==> config.mk <==
export PLATFORM = sky130hd
export DESIGN_NAME = pwm_encoder_multiturn_decoder_flat
export DESIGN_NICKNAME = d
export VERILOG_FILES = /design/src/rtl/core/pwmenc_pkg.sv /design/src/rtl/core/pwmenc_if.sv /design/src/rtl/core/pwm_encoder_multiturn_decoder.sv /design/src/rtl/core/pwmenc_ctrl.sv /design/src/rtl/core/pwmenc_dp.sv /design/src/flat_wrapper.sv
export SDC_FILE = /design/constraint.sdc
export NUM_CORES = 1
export LEC_CHECK = 0
export ABC_AREA = 1
export BUFFER_PORTS_ARGS = -buffer_cell sky130_fd_sc_hd__clkbuf_2
export CORE_MARGIN = 3
export CORE_UTILIZATION = 35
export DETAILED_ROUTE_END_ITERATION = 6
export SETUP_SLACK_MARGIN = 0.2
export SLEW_MARGIN = 20
export SYNTH_ARGS = -nofsm -noshare
export SYNTH_HDL_FRONTEND = slang
export SYNTH_SLANG_ARGS = --single-unit
export TNS_END_PERCENT = 100
==> constraint.sdc <==
create_clock -name clk -period 6.5 [get_ports clk]
set_input_delay 1.3 -clock clk [delete_from_list [all_inputs] [get_ports clk]]
set_output_delay 1.3 -clock clk [all_outputs]
set_load 0.005 [all_outputs]
==> src/rtl/core/pwmenc_pkg.sv <==
// Package for the PWM encoder decoder with multiturn counter.
// Holds widths, register indexes and the controller/datapath command types.
// No dependencies.
package pwmenc_pkg;

  localparam int TIMER_BITS    = 16;
  localparam int TURN_BITS     = 20;
  localparam int ERROR_BITS    = 8;
  localparam int ANGLE_BITS    = 12;
  localparam int CLK_BITS      = 13;
  localparam int POS_BITS      = 32;
  localparam int CFG_IDX_BITS  = 3;
  localparam int CFG_DATA_BITS = 13;

  // Scaled high time before the division: high_ticks * cycle_clocks.
  localparam int PROD_BITS = TIMER_BITS + CLK_BITS;
  localparam int CNT_BITS  = $clog2(PROD_BITS);

  localparam logic [CFG_IDX_BITS-1:0] REG_CYCLE_CLOCKS = CFG_IDX_BITS'(0);
  localparam logic [CFG_IDX_BITS-1:0] REG_MIN_VALID    = CFG_IDX_BITS'(1);
  localparam logic [CFG_IDX_BITS-1:0] REG_MAX_VALID    = CFG_IDX_BITS'(2);
  localparam logic [CFG_IDX_BITS-1:0] REG_WRAP_HIGH    = CFG_IDX_BITS'(3);
  localparam logic [CFG_IDX_BITS-1:0] REG_WRAP_LOW     = CFG_IDX_BITS'(4);

  localparam logic [CLK_BITS-1:0]   RST_CYCLE_CLOCKS = CLK_BITS'(4119);
  localparam logic [CLK_BITS-1:0]   RST_MIN_VALID    = CLK_BITS'(16);
  localparam logic [CLK_BITS-1:0]   RST_MAX_VALID    = CLK_BITS'(4111);
  localparam logic [ANGLE_BITS-1:0] RST_WRAP_HIGH    = ANGLE_BITS'(3000);
  localparam logic [ANGLE_BITS-1:0] RST_WRAP_LOW     = ANGLE_BITS'(1000);

  typedef struct packed {
    logic load;    // capture the input word
    logic mul;     // form the product and set up the divider
    logic step;    // one divider iteration
    logic update;  // commit angle, turns and error count
  } ctrl_cmd_t;

  typedef struct packed {
    logic div_last;  // the current iteration is the final one
  } dp_sts_t;

endpackage

==> src/rtl/core/pwmenc_if.sv <==
// Channel interfaces for the PWM encoder decoder: input, result and configuration.
// Depends on pwmenc_pkg for field widths.
interface pwmenc_in_if;
  logic                                 valid;
  logic                                 ready;
  logic [pwmenc_pkg::TIMER_BITS-1:0]    period_ticks;
  logic [pwmenc_pkg::TIMER_BITS-1:0]    high_ticks;

  modport source (output valid, period_ticks, high_ticks, input ready);
  modport sink (input valid, period_ticks, high_ticks, output ready);
endinterface

interface pwmenc_out_if;
  logic                                 valid;
  logic                                 ready;
  logic                                 reading_valid;
  logic [pwmenc_pkg::ANGLE_BITS-1:0]    single_turn;
  logic signed [pwmenc_pkg::TURN_BITS-1:0] turn_count;
  logic [pwmenc_pkg::POS_BITS-1:0]      position;
  logic [pwmenc_pkg::ERROR_BITS-1:0]    error_count;

  modport source (output valid, reading_valid, single_turn, turn_count, position,
                  error_count, input ready);
  modport sink (input valid, reading_valid, single_turn, turn_count, position,
                error_count, output ready);
endinterface

interface pwmenc_cfg_if;
  logic                                  valid;
  logic                                  ready;
  logic [pwmenc_pkg::CFG_IDX_BITS-1:0]   index;
  logic [pwmenc_pkg::CFG_DATA_BITS-1:0]  data;

  modport source (output valid, index, data, input ready);
  modport sink (input valid, index, data, output ready);
endinterface

==> src/rtl/core/pwm_encoder_multiturn_decoder.sv <==
// Each input word occupies the block until its result is committed, and no new word
// is accepted before then. The word is captured in the idle state, then comes the
// high_ticks * cycle_clocks multiply, then 29 iterations of the radix-2 divider by
// period_ticks (one quotient bit per cycle over the 29-bit product), and last the
// update of the angle, turn counter and error count. The result is presented from
// the next cycle on. The result register is separate from the input side, so a new
// word is accepted while the previous result waits to be taken; its update then
// waits until that result is taken.
// Configuration writes are always taken; write them only while the block is idle.
module pwm_encoder_multiturn_decoder (
  input logic          clk,
  input logic          rst_n,
  pwmenc_in_if.sink    in_ch,
  pwmenc_out_if.source out_ch,
  pwmenc_cfg_if.sink   cfg_ch
);

  pwmenc_pkg::ctrl_cmd_t cmd;
  pwmenc_pkg::dp_sts_t   sts;

  assign cfg_ch.ready = 1'b1;

  pwmenc_ctrl u_ctrl (
    .clk       (clk),
    .rst_n     (rst_n),
    .in_valid  (in_ch.valid),
    .in_ready  (in_ch.ready),
    .out_valid (out_ch.valid),
    .out_ready (out_ch.ready),
    .sts       (sts),
    .cmd       (cmd)
  );

  pwmenc_dp u_dp (
    .clk           (clk),
    .rst_n         (rst_n),
    .cmd           (cmd),
    .sts           (sts),
    .cfg_we        (cfg_ch.valid),
    .cfg_index     (cfg_ch.index),
    .cfg_data      (cfg_ch.data),
    .period_ticks  (in_ch.period_ticks),
    .high_ticks    (in_ch.high_ticks),
    .reading_valid (out_ch.reading_valid),
    .single_turn   (out_ch.single_turn),
    .turn_count    (out_ch.turn_count),
    .position      (out_ch.position),
    .error_count   (out_ch.error_count)
  );

endmodule

==> src/rtl/core/pwmenc_ctrl.sv <==
// Controller for the PWM encoder decoder: sequences multiply, divide and update.
// Depends on pwmenc_pkg for the command and status types.
module pwmenc_ctrl (
  input  logic                   clk,
  input  logic                   rst_n,
  input  logic                   in_valid,
  output logic                   in_ready,
  output logic                   out_valid,
  input  logic                   out_ready,
  input  pwmenc_pkg::dp_sts_t    sts,
  output pwmenc_pkg::ctrl_cmd_t  cmd
);

  localparam logic [1:0] ST_IDLE = 2'd0;
  localparam logic [1:0] ST_MUL  = 2'd1;
  localparam logic [1:0] ST_DIV  = 2'd2;
  localparam logic [1:0] ST_UPD  = 2'd3;

  logic [1:0] state_r, state_nxt;
  logic       out_vld_r, out_vld_nxt;
  logic       out_free;

  assign in_ready  = (state_r == ST_IDLE);
  assign out_valid = out_vld_r;
  // The result register may be refilled in the cycle its word is taken.
  assign out_free  = !out_vld_r || out_ready;

  always_comb begin
    state_nxt   = state_r;
    out_vld_nxt = out_vld_r && !out_ready;
    cmd         = '0;
    case (state_r)
      ST_IDLE: begin
        if (in_valid) begin
          cmd.load  = 1'b1;
          state_nxt = ST_MUL;
        end
      end
      ST_MUL: begin
        cmd.mul   = 1'b1;
        state_nxt = ST_DIV;
      end
      ST_DIV: begin
        cmd.step = 1'b1;
        if (sts.div_last) begin
          state_nxt = ST_UPD;
        end
      end
      ST_UPD: begin
        if (out_free) begin
          cmd.update  = 1'b1;
          out_vld_nxt = 1'b1;
          state_nxt   = ST_IDLE;
        end
      end
      default: begin
        state_nxt = ST_IDLE;
      end
    endcase
  end

  always_ff @(posedge clk) begin
    if (!rst_n) begin
      state_r   <= ST_IDLE;
      out_vld_r <= 1'b0;
    end else begin
      state_r   <= state_nxt;
      out_vld_r <= out_vld_nxt;
    end
  end

endmodule

==> src/rtl/core/pwmenc_dp.sv <==
// Datapath for the PWM encoder decoder: configuration registers, multiplier,
// radix-2 restoring divider and the angle, turn and error state. Uses pwmenc_pkg.
module pwmenc_dp (
  input  logic                                  clk,
  input  logic                                  rst_n,
  input  pwmenc_pkg::ctrl_cmd_t                 cmd,
  output pwmenc_pkg::dp_sts_t                   sts,
  input  logic                                  cfg_we,
  input  logic [pwmenc_pkg::CFG_IDX_BITS-1:0]   cfg_index,
  input  logic [pwmenc_pkg::CFG_DATA_BITS-1:0]  cfg_data,
  input  logic [pwmenc_pkg::TIMER_BITS-1:0]     period_ticks,
  input  logic [pwmenc_pkg::TIMER_BITS-1:0]     high_ticks,
  output logic                                  reading_valid,
  output logic [pwmenc_pkg::ANGLE_BITS-1:0]     single_turn,
  output logic signed [pwmenc_pkg::TURN_BITS-1:0] turn_count,
  output logic [pwmenc_pkg::POS_BITS-1:0]       position,
  output logic [pwmenc_pkg::ERROR_BITS-1:0]     error_count
);

  localparam int TB = pwmenc_pkg::TIMER_BITS;
  localparam int PB = pwmenc_pkg::PROD_BITS;
  localparam int CB = pwmenc_pkg::CLK_BITS;
  localparam int AB = pwmenc_pkg::ANGLE_BITS;
  localparam int NB = pwmenc_pkg::TURN_BITS;
  localparam int EB = pwmenc_pkg::ERROR_BITS;

  // Configuration registers
  logic [CB-1:0] cycle_clocks_r, min_valid_r, max_valid_r;
  logic [AB-1:0] wrap_high_r, wrap_low_r;

  // Working registers
  logic [TB-1:0] period_r, high_r;
  logic [TB-1:0] rem_r, rem_nxt;
  logic [PB-1:0] dq_r, dq_nxt;
  logic [pwmenc_pkg::CNT_BITS-1:0] cnt_r, cnt_nxt;

  // Decoder state
  logic          valid_r, valid_nxt;
  logic [AB-1:0] angle_r, angle_nxt;
  logic [NB-1:0] turns_r, turns_nxt;
  logic [EB-1:0] bad_r, bad_nxt;

  logic [TB:0]   rem_sh;
  logic          rem_ge;
  logic [AB-1:0] fresh;
  logic [EB-1:0] bad_inc;
  logic          in_range;

  always_ff @(posedge clk) begin
    if (!rst_n) begin
      cycle_clocks_r <= pwmenc_pkg::RST_CYCLE_CLOCKS;
      min_valid_r    <= pwmenc_pkg::RST_MIN_VALID;
      max_valid_r    <= pwmenc_pkg::RST_MAX_VALID;
      wrap_high_r    <= pwmenc_pkg::RST_WRAP_HIGH;
      wrap_low_r     <= pwmenc_pkg::RST_WRAP_LOW;
    end else if (cfg_we) begin
      case (cfg_index)
        pwmenc_pkg::REG_CYCLE_CLOCKS: cycle_clocks_r <= cfg_data[CB-1:0];
        pwmenc_pkg::REG_MIN_VALID:    min_valid_r    <= cfg_data[CB-1:0];
        pwmenc_pkg::REG_MAX_VALID:    max_valid_r    <= cfg_data[CB-1:0];
        pwmenc_pkg::REG_WRAP_HIGH:    wrap_high_r    <= cfg_data[AB-1:0];
        pwmenc_pkg::REG_WRAP_LOW:     wrap_low_r     <= cfg_data[AB-1:0];
        default: ;
      endcase
    end
  end

  // One restoring division step: shift the next dividend bit into the
  // remainder and subtract the period when it fits.
  assign rem_sh = {rem_r, dq_r[PB-1]};
  assign rem_ge = (rem_sh >= {1'b0, period_r});
  assign sts.div_last = (cnt_r == '0);

  always_comb begin
    rem_nxt = rem_r;
    dq_nxt  = dq_r;
    cnt_nxt = cnt_r;
    if (cmd.mul) begin
      rem_nxt = '0;
      dq_nxt  = PB'(high_r) * PB'(cycle_clocks_r);
      cnt_nxt = pwmenc_pkg::CNT_BITS'(PB - 1);
    end else if (cmd.step) begin
      rem_nxt = rem_ge ? TB'(rem_sh - {1'b0, period_r}) : rem_sh[TB-1:0];
      dq_nxt  = {dq_r[PB-2:0], rem_ge};
      cnt_nxt = cnt_r - 1'b1;
    end
  end

  always_ff @(posedge clk) begin
    if (cmd.load) begin
      period_r <= period_ticks;
      high_r   <= high_ticks;
    end
    rem_r <= rem_nxt;
    dq_r  <= dq_nxt;
    cnt_r <= cnt_nxt;
  end

  // After the last step dq_r holds the quotient. A zero period never counts as valid.
  assign in_range = (period_r != '0) && (dq_r >= PB'(min_valid_r)) &&
                    (dq_r <= PB'(max_valid_r));
  assign fresh    = dq_r[AB-1:0] - min_valid_r[AB-1:0];
  assign bad_inc  = bad_r + 1'b1;

  always_comb begin
    valid_nxt = valid_r;
    angle_nxt = angle_r;
    turns_nxt = turns_r;
    bad_nxt   = bad_r;
    if (cmd.update) begin
      valid_nxt = in_range;
      if (in_range) begin
        angle_nxt = fresh;
        bad_nxt   = '0;
        if ((angle_r > wrap_high_r) && (fresh < wrap_low_r)) begin
          turns_nxt = turns_r + 1'b1;
        end else if ((angle_r < wrap_low_r) && (fresh > wrap_high_r)) begin
          turns_nxt = turns_r - 1'b1;
        end
      end else begin
        // The run count skips zero when it wraps.
        bad_nxt = (bad_inc == '0) ? EB'(1) : bad_inc;
      end
    end
  end

  always_ff @(posedge clk) begin
    if (!rst_n) begin
      valid_r <= 1'b0;
      angle_r <= '0;
      turns_r <= '0;
      bad_r   <= '0;
    end else begin
      valid_r <= valid_nxt;
      angle_r <= angle_nxt;
      turns_r <= turns_nxt;
      bad_r   <= bad_nxt;
    end
  end

  assign reading_valid = valid_r;
  assign single_turn   = angle_r;
  assign turn_count    = turns_r;
  assign position      = pwmenc_pkg::POS_BITS'({turns_r, angle_r});
  assign error_count   = bad_r;

endmodule
==> src/flat_wrapper.sv <==
// flat-port wrapper written by rule: the top's interface ports become plain ports
module pwm_encoder_multiturn_decoder_flat 
  (clk, rst_n, in_ch_valid, in_ch_period_ticks, in_ch_high_ticks, in_ch_ready, out_ch_valid, out_ch_reading_valid, out_ch_single_turn, out_ch_turn_count, out_ch_position, out_ch_error_count, out_ch_ready, cfg_ch_valid, cfg_ch_index, cfg_ch_data, cfg_ch_ready);
  pwmenc_in_if in_ch_i ();
  pwmenc_out_if out_ch_i ();
  pwmenc_cfg_if cfg_ch_i ();
  input logic clk;
  input logic rst_n;
  input wire logic [$bits(in_ch_i.valid)-1:0] in_ch_valid;
  input wire logic [$bits(in_ch_i.period_ticks)-1:0] in_ch_period_ticks;
  input wire logic [$bits(in_ch_i.high_ticks)-1:0] in_ch_high_ticks;
  output wire logic [$bits(in_ch_i.ready)-1:0] in_ch_ready;
  output wire logic [$bits(out_ch_i.valid)-1:0] out_ch_valid;
  output wire logic [$bits(out_ch_i.reading_valid)-1:0] out_ch_reading_valid;
  output wire logic [$bits(out_ch_i.single_turn)-1:0] out_ch_single_turn;
  output wire logic [$bits(out_ch_i.turn_count)-1:0] out_ch_turn_count;
  output wire logic [$bits(out_ch_i.position)-1:0] out_ch_position;
  output wire logic [$bits(out_ch_i.error_count)-1:0] out_ch_error_count;
  input wire logic [$bits(out_ch_i.ready)-1:0] out_ch_ready;
  input wire logic [$bits(cfg_ch_i.valid)-1:0] cfg_ch_valid;
  input wire logic [$bits(cfg_ch_i.index)-1:0] cfg_ch_index;
  input wire logic [$bits(cfg_ch_i.data)-1:0] cfg_ch_data;
  output wire logic [$bits(cfg_ch_i.ready)-1:0] cfg_ch_ready;
  assign in_ch_i.valid = in_ch_valid;
  assign in_ch_i.period_ticks = in_ch_period_ticks;
  assign in_ch_i.high_ticks = in_ch_high_ticks;
  assign in_ch_ready = in_ch_i.ready;
  assign out_ch_valid = out_ch_i.valid;
  assign out_ch_reading_valid = out_ch_i.reading_valid;
  assign out_ch_single_turn = out_ch_i.single_turn;
  assign out_ch_turn_count = out_ch_i.turn_count;
  assign out_ch_position = out_ch_i.position;
  assign out_ch_error_count = out_ch_i.error_count;
  assign out_ch_i.ready = out_ch_ready;
  assign cfg_ch_i.valid = cfg_ch_valid;
  assign cfg_ch_i.index = cfg_ch_index;
  assign cfg_ch_i.data = cfg_ch_data;
  assign cfg_ch_ready = cfg_ch_i.ready;
  pwm_encoder_multiturn_decoder u_core (.clk(clk), .rst_n(rst_n), .in_ch(in_ch_i), .out_ch(out_ch_i), .cfg_ch(cfg_ch_i));
endmodule
==> results of run 1 <==
[placed cells by master (no fill, tap or decap), types with 17 or more instances in the layout]
cell type	count
o21ai_1	25
xor2_1	35
nor2_1	171
fa_1	157
ha_1	186
xnor2_1	17
nand3b_1	20
clkbuf_16	18
clkbuf_2	127
nand2_1	561
inv_1	504
o21ai_0	112
nand4_1	22
dfxtp_1	128
edfxtp_1	61
nand3_1	97
a21oi_1	154
[state kept, by name (all words and copies together) (netlist names)]
name,flops
u_core.u_ctrl.out_valid,1
u_core.u_ctrl.state_r,2
u_core.u_dp.cnt_r,5
u_core.u_dp.cycle_clocks_r,13
u_core.u_dp.dq_r,29
u_core.u_dp.error_count,8
u_core.u_dp.high_r,16
u_core.u_dp.max_valid_r,13
u_core.u_dp.min_valid_r,13
u_core.u_dp.period_r,16
u_core.u_dp.reading_valid,1
u_core.u_dp.rem_r,16
u_core.u_dp.single_turn,12
u_core.u_dp.turn_count,20
u_core.u_dp.wrap_high_r,12
u_core.u_dp.wrap_low_r,12
[metal layers]
layer / global-route usage, % / wire, um / up-vias
li1: - / - / 7815
met1: 22.9 / 22200 / 7606
met2: 31.2 / 24000 / 370
met3: 2.70 / 2100 / 71
met4: 6.73 / 1520 / 0
met5: 0 / 0 / -
[per-stage QoR]
| stage | setup slack, ps | std cells |
|---|---|---|
| 2_1_floorplan | 1230 | 2483 |
| 3_3_place_gp | 817 | 3191 |
| 3_5_place_dp | 824 | 3191 |
| 4_1_cts | 773 | 3223 |
| 5_1_grt | 448 | 3223 |
| 6_report | 779 | 3223 |
[worst max path at each step]
stage,from,to,slack [ps],cells after the start
finish,u_core.u_dp.cycle_clocks_r[10]$_SDFFE_PN0P_,u_core.u_dp.dq_r[27]$_DFFE_PP_,780,20
global route,u_core.u_dp.cycle_clocks_r[12]$_SDFFE_PN1P_,u_core.u_dp.dq_r[27]$_DFFE_PP_,450,20
detailed placement,u_core.u_dp.cycle_clocks_r[12]$_SDFFE_PN1P_,u_core.u_dp.dq_r[27]$_DFFE_PP_,820,20
CTS,u_core.u_dp.cycle_clocks_r[10]$_SDFFE_PN0P_,u_core.u_dp.dq_r[27]$_DFFE_PP_,770,20
floorplan,u_core.u_dp.cycle_clocks_r[12]$_SDFFE_PN1P_,u_core.u_dp.dq_r[23]$_DFFE_PP_,1230,21
global placement,u_core.u_dp.cycle_clocks_r[12]$_SDFFE_PN1P_,u_core.u_dp.dq_r[27]$_DFFE_PP_,820,20
[worst max-delay path, delay by kind of cell, from the launching register on]
kind / cells / cell delay (ps)
adder cells (fa/ha/maj): 6 / 3000
AND/OR/NAND/NOR: 6 / 1020
flip-flops: 1 / 810
buffers and inverters: 6 / 360
XOR/XNOR: 1 / 140
AO/OA/AOI/OAI: 1 / 110
[power breakdown]
part	total [W]	switching, W	leakage, nW	internal, W
clock	0.00107	0.000536	0.283	0.000530
combinational	0.00648	0.00422	8.77	0.00226
sequential	0.00176	0.000228	1.62	0.00153
[cell type report]
class / instances / share of cell area (%)
Clock buffer: 21 / 2.30
Clock inverter: 11 / 0.465
Inverter: 510 / 9.48
Multi-Input combinational cell: 1672 / 58.2
Sequential cell: 189 / 21.8
Tap cell: 680 / 4.21
Timing Repair Buffer: 140 / 3.63
[cells by family (layout without fill, tap and decap cells)]
group | after synthesis | count (layout) | synth area share (%)
AO/OA/AOI/OAI | 352 | 352 | 10.2
XOR/XNOR | 52 | 52 | 2.44
adder cells (fa/ha/maj) | 343 | 343 | 29.3
buffers and inverters | 622 | 682 | 13.4
flip-flops | 189 | 189 | 23.6
other | 1 | 1 | 0.0201
AND/OR/NAND/NOR | 924 | 924 | 21.0
==> results.sh, run 1 <==
export IMPL_status="complete, no violations"
export IMPL_postRouteAntennaNets=0
export IMPL_grt_first_pass_wirelength_um=82100
export IMPL_startpoint_type="flip-flop"
export IMPL_r2r_slack_ps=780
export IMPL_yosys_top_cells_count="nand2_1 (561), inv_1 (505), ha_1 (186)"
export IMPL_grt_max_degree=50
export IMPL_dieArea_mm2=0.0561
export IMPL_max_vdd_ir_drop_uv=369
export IMPL_ys_ff_latch=189
export IMPL_num_nets_final=2926
export IMPL_yosys_top_cells_area="fa_1 (17%), dfxtp_1 (14%), ha_1 (12%), nand2_1 (11%), inv_1 (10%)"
export IMPL_slowest_stage="dfxtp_1"
export IMPL_dp_hpwl_um=39200
export IMPL_tns_ps=0
export IMPL_drc_errors=0
export IMPL_avgSynthCellArea_um2=7.51
export IMPL_min_period_ps=5720
export IMPL_htreeDepth=4
export IMPL_finClkSkew_ps=15.3
export IMPL_cts_tree="built"
export IMPL_num_io_pins=129
export IMPL_worst_setup_path_type="reg -> reg"
export IMPL_crit_path_end_kind="flip-flop"
export IMPL_clockBufferDepth=2
export IMPL_regArea_mm2=0.00439
export IMPL_via_per_inst=4.92
export IMPL_diodes=0
export IMPL_die_w_um=237
export IMPL_synth_most_common_cell="nand2_1"
export IMPL_tightest_slew_ps=1060
export IMPL_holdPathStages=2
export IMPL_min_to="u_core.u_dp.min_valid_r[5]$_SDFFE_PN0P_"
export IMPL_overflow=0
export IMPL_r2r_start="u_core.u_dp.cycle_clocks_r[10]$_SDFFE_PN0P_"
export IMPL_cap_violations=0
export IMPL_powerDensity_mw_per_mm2=461
export IMPL_crit_top_cell="inv_1"
export IMPL_required_ps=6720
export IMPL_antenna_found_initial=0
export IMPL_rr_endpoint="u_core.u_dp.dq_r[27]$_DFFE_PP_"
export IMPL_initial_utilization_pct=35.8
export IMPL_die_y_um=237
export IMPL_hp_class="reg -> reg"
export IMPL_clock_sinks=189
export IMPL_hold_viol=0
export IMPL_path_cells="nand2_1 > fa_1 > inv_1 > fa_1 > inv_1 > fa_1 > inv_1 > fa_1 > inv_1 > fa_1 > inv_1 > ha_1 > nand2_1 > nor2_1 > inv_1 > nor4_1 > nand3_1 > nand3_1 > xnor2_1 > o21ai_0"
export IMPL_period_share_pct=88.0
export IMPL_routedWlPerCell_um=15.4
export IMPL_drtIter0Drc=817
export IMPL_grt_pass1_vias=16100
export IMPL_cts_root_buf="clkbuf_16"
export IMPL_clkLatencyLatePin_ps=480
export IMPL_place_area_mm2=0.0196
export IMPL_crit_arrival_ps=5940
export IMPL_synth_edf_count=61
export IMPL_netlist_area_leader_share_pct=16.9
export IMPL_worstPathMaxFanout=17
export IMPL_synthArstFlopShare_pct=0
export IMPL_syn_num_nets=2879
export IMPL_rr_worst_depth=20
export IMPL_vias=15900
export IMPL_p_leak_nw=10.7
export IMPL_cts_repair_resized=0
export IMPL_multiInputGateArea_mm2=0.0117
export IMPL_ys_warn_count=0
export IMPL_portBuffers=127
export IMPL_setup_viol=0
export IMPL_core_mm2=0.0520
export IMPL_postLayoutCoreUtil_pct=38.8
export IMPL_max_freq_ghz=0.175
export IMPL_cpPeakStageDelay_ps=810
export IMPL_cts_setup_buffers=0
export IMPL_worstHoldStart="u_core.u_dp.min_valid_r[5]$_SDFFE_PN0P_"
export IMPL_syn_inst=2483
export IMPL_fp_row_count=83
export IMPL_dr_pass1_iters=5
export IMPL_drive_above_1_share_pct=8.38
export IMPL_rsz0062_at_grt="false"
export IMPL_syn_area_mm2=0.0186
export IMPL_ys_types=49
export IMPL_finalMaxSlewViolations=0
export IMPL_path_clk_slew_ps=80
export IMPL_max_slew_margin_pct=28.9
export IMPL_holdBufCountCts=0
export IMPL_seq_area_frac_synth_pct=23.6
export IMPL_yosysTopAreaCell="fa_1"
export IMPL_wirelength_um=49800
export IMPL_grtUsageTotal_pct=18.1
export IMPL_num_fill_cells=5470
export IMPL_synthFlopType="dfxtp_1"
export IMPL_area_growth_pct=8.36
export IMPL_total_power_w=0.00931
export IMPL_gp_congestion=0.891
export IMPL_design_area_mm2=0.0202
export IMPL_worst_hold_slack_ps=465
export IMPL_cts_buffers=17
No activity file was read; power rests on OpenSTA's default activity.
==> run 2, diff against run 1 <==
CORE_UTILIZATION = 30   (was 35)
CTS_CLUSTER_SIZE = 14   (was not set)
==> run 2 against run 1 <==
Setup slack better by 52 ps; wire length down 3.8%; final cell count up 4.6%; power up 1.0%; first-iteration DRC count up 14%; critical path type unchanged; highest routed layer unchanged.
==> results.sh, run 2 (synthesis results as in run 1) <==
export IMPL_total_power_w=0.00940
export IMPL_die_w_um=255
export IMPL_largest_reg_flops=29
export IMPL_clock_sinks=189
export IMPL_path_buf_inv=5
export IMPL_wirelength_um=47900
export IMPL_cts_tree="built"
export IMPL_gp_congestion=0.883
export IMPL_drive_above_1_share_pct=8.46
export IMPL_fp_row_count=90
export IMPL_htreeDepth=4
export IMPL_dp_hpwl_um=37600
export IMPL_hp_class="reg -> reg"
export IMPL_setup_viol=0
export IMPL_tns_ps=0
export IMPL_final_cell_mix="nand2_1 (561), inv_1 (504), ha_1 (186), nor2_1 (171), fa_1 (157)"
export IMPL_grt_pass1_vias=15000
export IMPL_antenna_found_initial=1
export IMPL_portBuffers=127
export IMPL_drtIter0Drc=934
export IMPL_diodes=0
export IMPL_hold_viol=0
export IMPL_period_share_pct=87.2
export IMPL_regMostFlops="u_core.u_dp.dq_r"
export IMPL_grt_max_degree=46
export IMPL_rsz0062_at_grt="false"
export IMPL_max_freq_ghz=0.176
export IMPL_die_y_um=255
export IMPL_clkLatencyLatePin_ps=490
export IMPL_dieArea_mm2=0.0652
export IMPL_max_vdd_ir_drop_uv=389
export IMPL_via_per_inst=4.57
export IMPL_worst_setup_path_type="reg -> reg"
export IMPL_dr_pass1_iters=5
export IMPL_worstPathMaxFanout=17
export IMPL_cts_buffers=17
export IMPL_path_clk_slew_ps=90
export IMPL_grtUsageTotal_pct=15.1
export IMPL_area_growth_pct=9.78
export IMPL_core_mm2=0.0609
export IMPL_routedWlPerCell_um=14.2
export IMPL_finClkSkew_ps=13.4
export IMPL_vias=15400
export IMPL_cts_root_buf="clkbuf_16"
export IMPL_min_period_ps=5670
export IMPL_powerDensity_mw_per_mm2=460
export IMPL_status="complete, no violations"
export IMPL_overflow=0
export IMPL_cts_repair_resized=0
export IMPL_postRouteAntennaNets=0
export IMPL_num_fill_cells=6468
export IMPL_tightest_slew_ps=944
export IMPL_p_leak_nw=10.7
export IMPL_path_cells="nand2_1 > fa_1 > inv_1 > fa_1 > inv_1 > fa_1 > inv_1 > fa_1 > inv_1 > fa_1 > inv_1 > ha_1 > a21oi_1 > o21ai_0 > nor2_1 > nand3_1 > or2_2 > nand3_1 > o21ai_0"
export IMPL_cts_setup_buffers=0
export IMPL_max_slew_margin_pct=37.1
export IMPL_cpPeakStageDelay_ps=740
export IMPL_cap_violations=0
export IMPL_holdBufCountCts=0
export IMPL_num_nets_final=2925
export IMPL_crit_arrival_ps=5900
export IMPL_num_io_pins=129
export IMPL_clockBufferDepth=2
export IMPL_grt_first_pass_wirelength_um=78000
export IMPL_initial_utilization_pct=30.6
export IMPL_cp_top_family="adder cells"
export IMPL_finalMaxSlewViolations=0
export IMPL_dp_cells=3338
export IMPL_layout_commonest_cell="nand2_1"
export IMPL_slowest_stage="dfxtp_1"
export IMPL_stdcell_count=3370
export IMPL_drc_errors=0
export IMPL_required_ps=6730
export IMPL_crit_path_end_kind="flip-flop"
export IMPL_startpoint_type="flip-flop"
-- run 2: layout make-up --
cell class                 instances  area, um^2  share of cell area [%]
clock buffer                      17         425                    2.08
multi-input combinational       1672       11700                    57.4
timing repair buffer             139         726                    3.55
inverter                         510        1910                    9.35
tap                              828        1040                    5.06
clock inverter                    15         221                    1.08
sequential                       189        4390                    21.5
-- run 2: worst reg2reg max path: cells and delay by family, from the launching register on --
| family | cells | cell delay (ps) |
|---|---|---|
| buffers and inverters | 5 | 260 |
| adders and majority gates | 6 | 3050 |
| and+or+nand+nor | 5 | 760 |
| AOI/OAI and AO/OA | 3 | 590 |
| DFF | 1 | 740 |
-- run 2: stage by stage --
step                util [%]  setup slack [ps]  instance area, um^2  hold WS, ps
finish                  33.6               831                20500          461
global route            33.6               509                20500          481
CTS                     33.6               829                20500          466
detailed placement      32.5               830                19800          452
global placement        32.5               914                19800          449
floorplan                  -              1230                18600          435
-- run 2: metal layers --
layer  up-vias  track usage, %  routed length, um
li1       7828               -                  -
met2       309            26.3              23100
met5         -               0                  0
met3        48            2.38               2140
met1      7218            19.5              21800
met4         0            4.28                847
-- run 2: worst paths after layout --
check	from	to	slack (ps)	cells after the start
worst max register to register	u_core.u_dp.cycle_clocks_r[12]$_SDFFE_PN1P_	u_core.u_dp.dq_r[23]$_DFFE_PP_	830	19
worst min register to register	u_core.u_dp.max_valid_r[8]$_SDFFE_PN0P_	u_core.u_dp.max_valid_r[8]$_SDFFE_PN0P_	460	2
worst max-delay path	u_core.u_dp.cycle_clocks_r[12]$_SDFFE_PN1P_	u_core.u_dp.dq_r[23]$_DFFE_PP_	830	19
worst min-delay path	u_core.u_dp.max_valid_r[8]$_SDFFE_PN0P_	u_core.u_dp.max_valid_r[8]$_SDFFE_PN0P_	460	2
-- run 2: power by group --
part	switching, W	total (W)	internal [W]	leakage [nW]
logic	0.00423	0.00649	0.00227	8.77
registers	0.000223	0.00175	0.00153	1.62
clock network	0.000591	0.00116	0.000565	0.306
total	0.00504	0.00940	0.00436	10.7
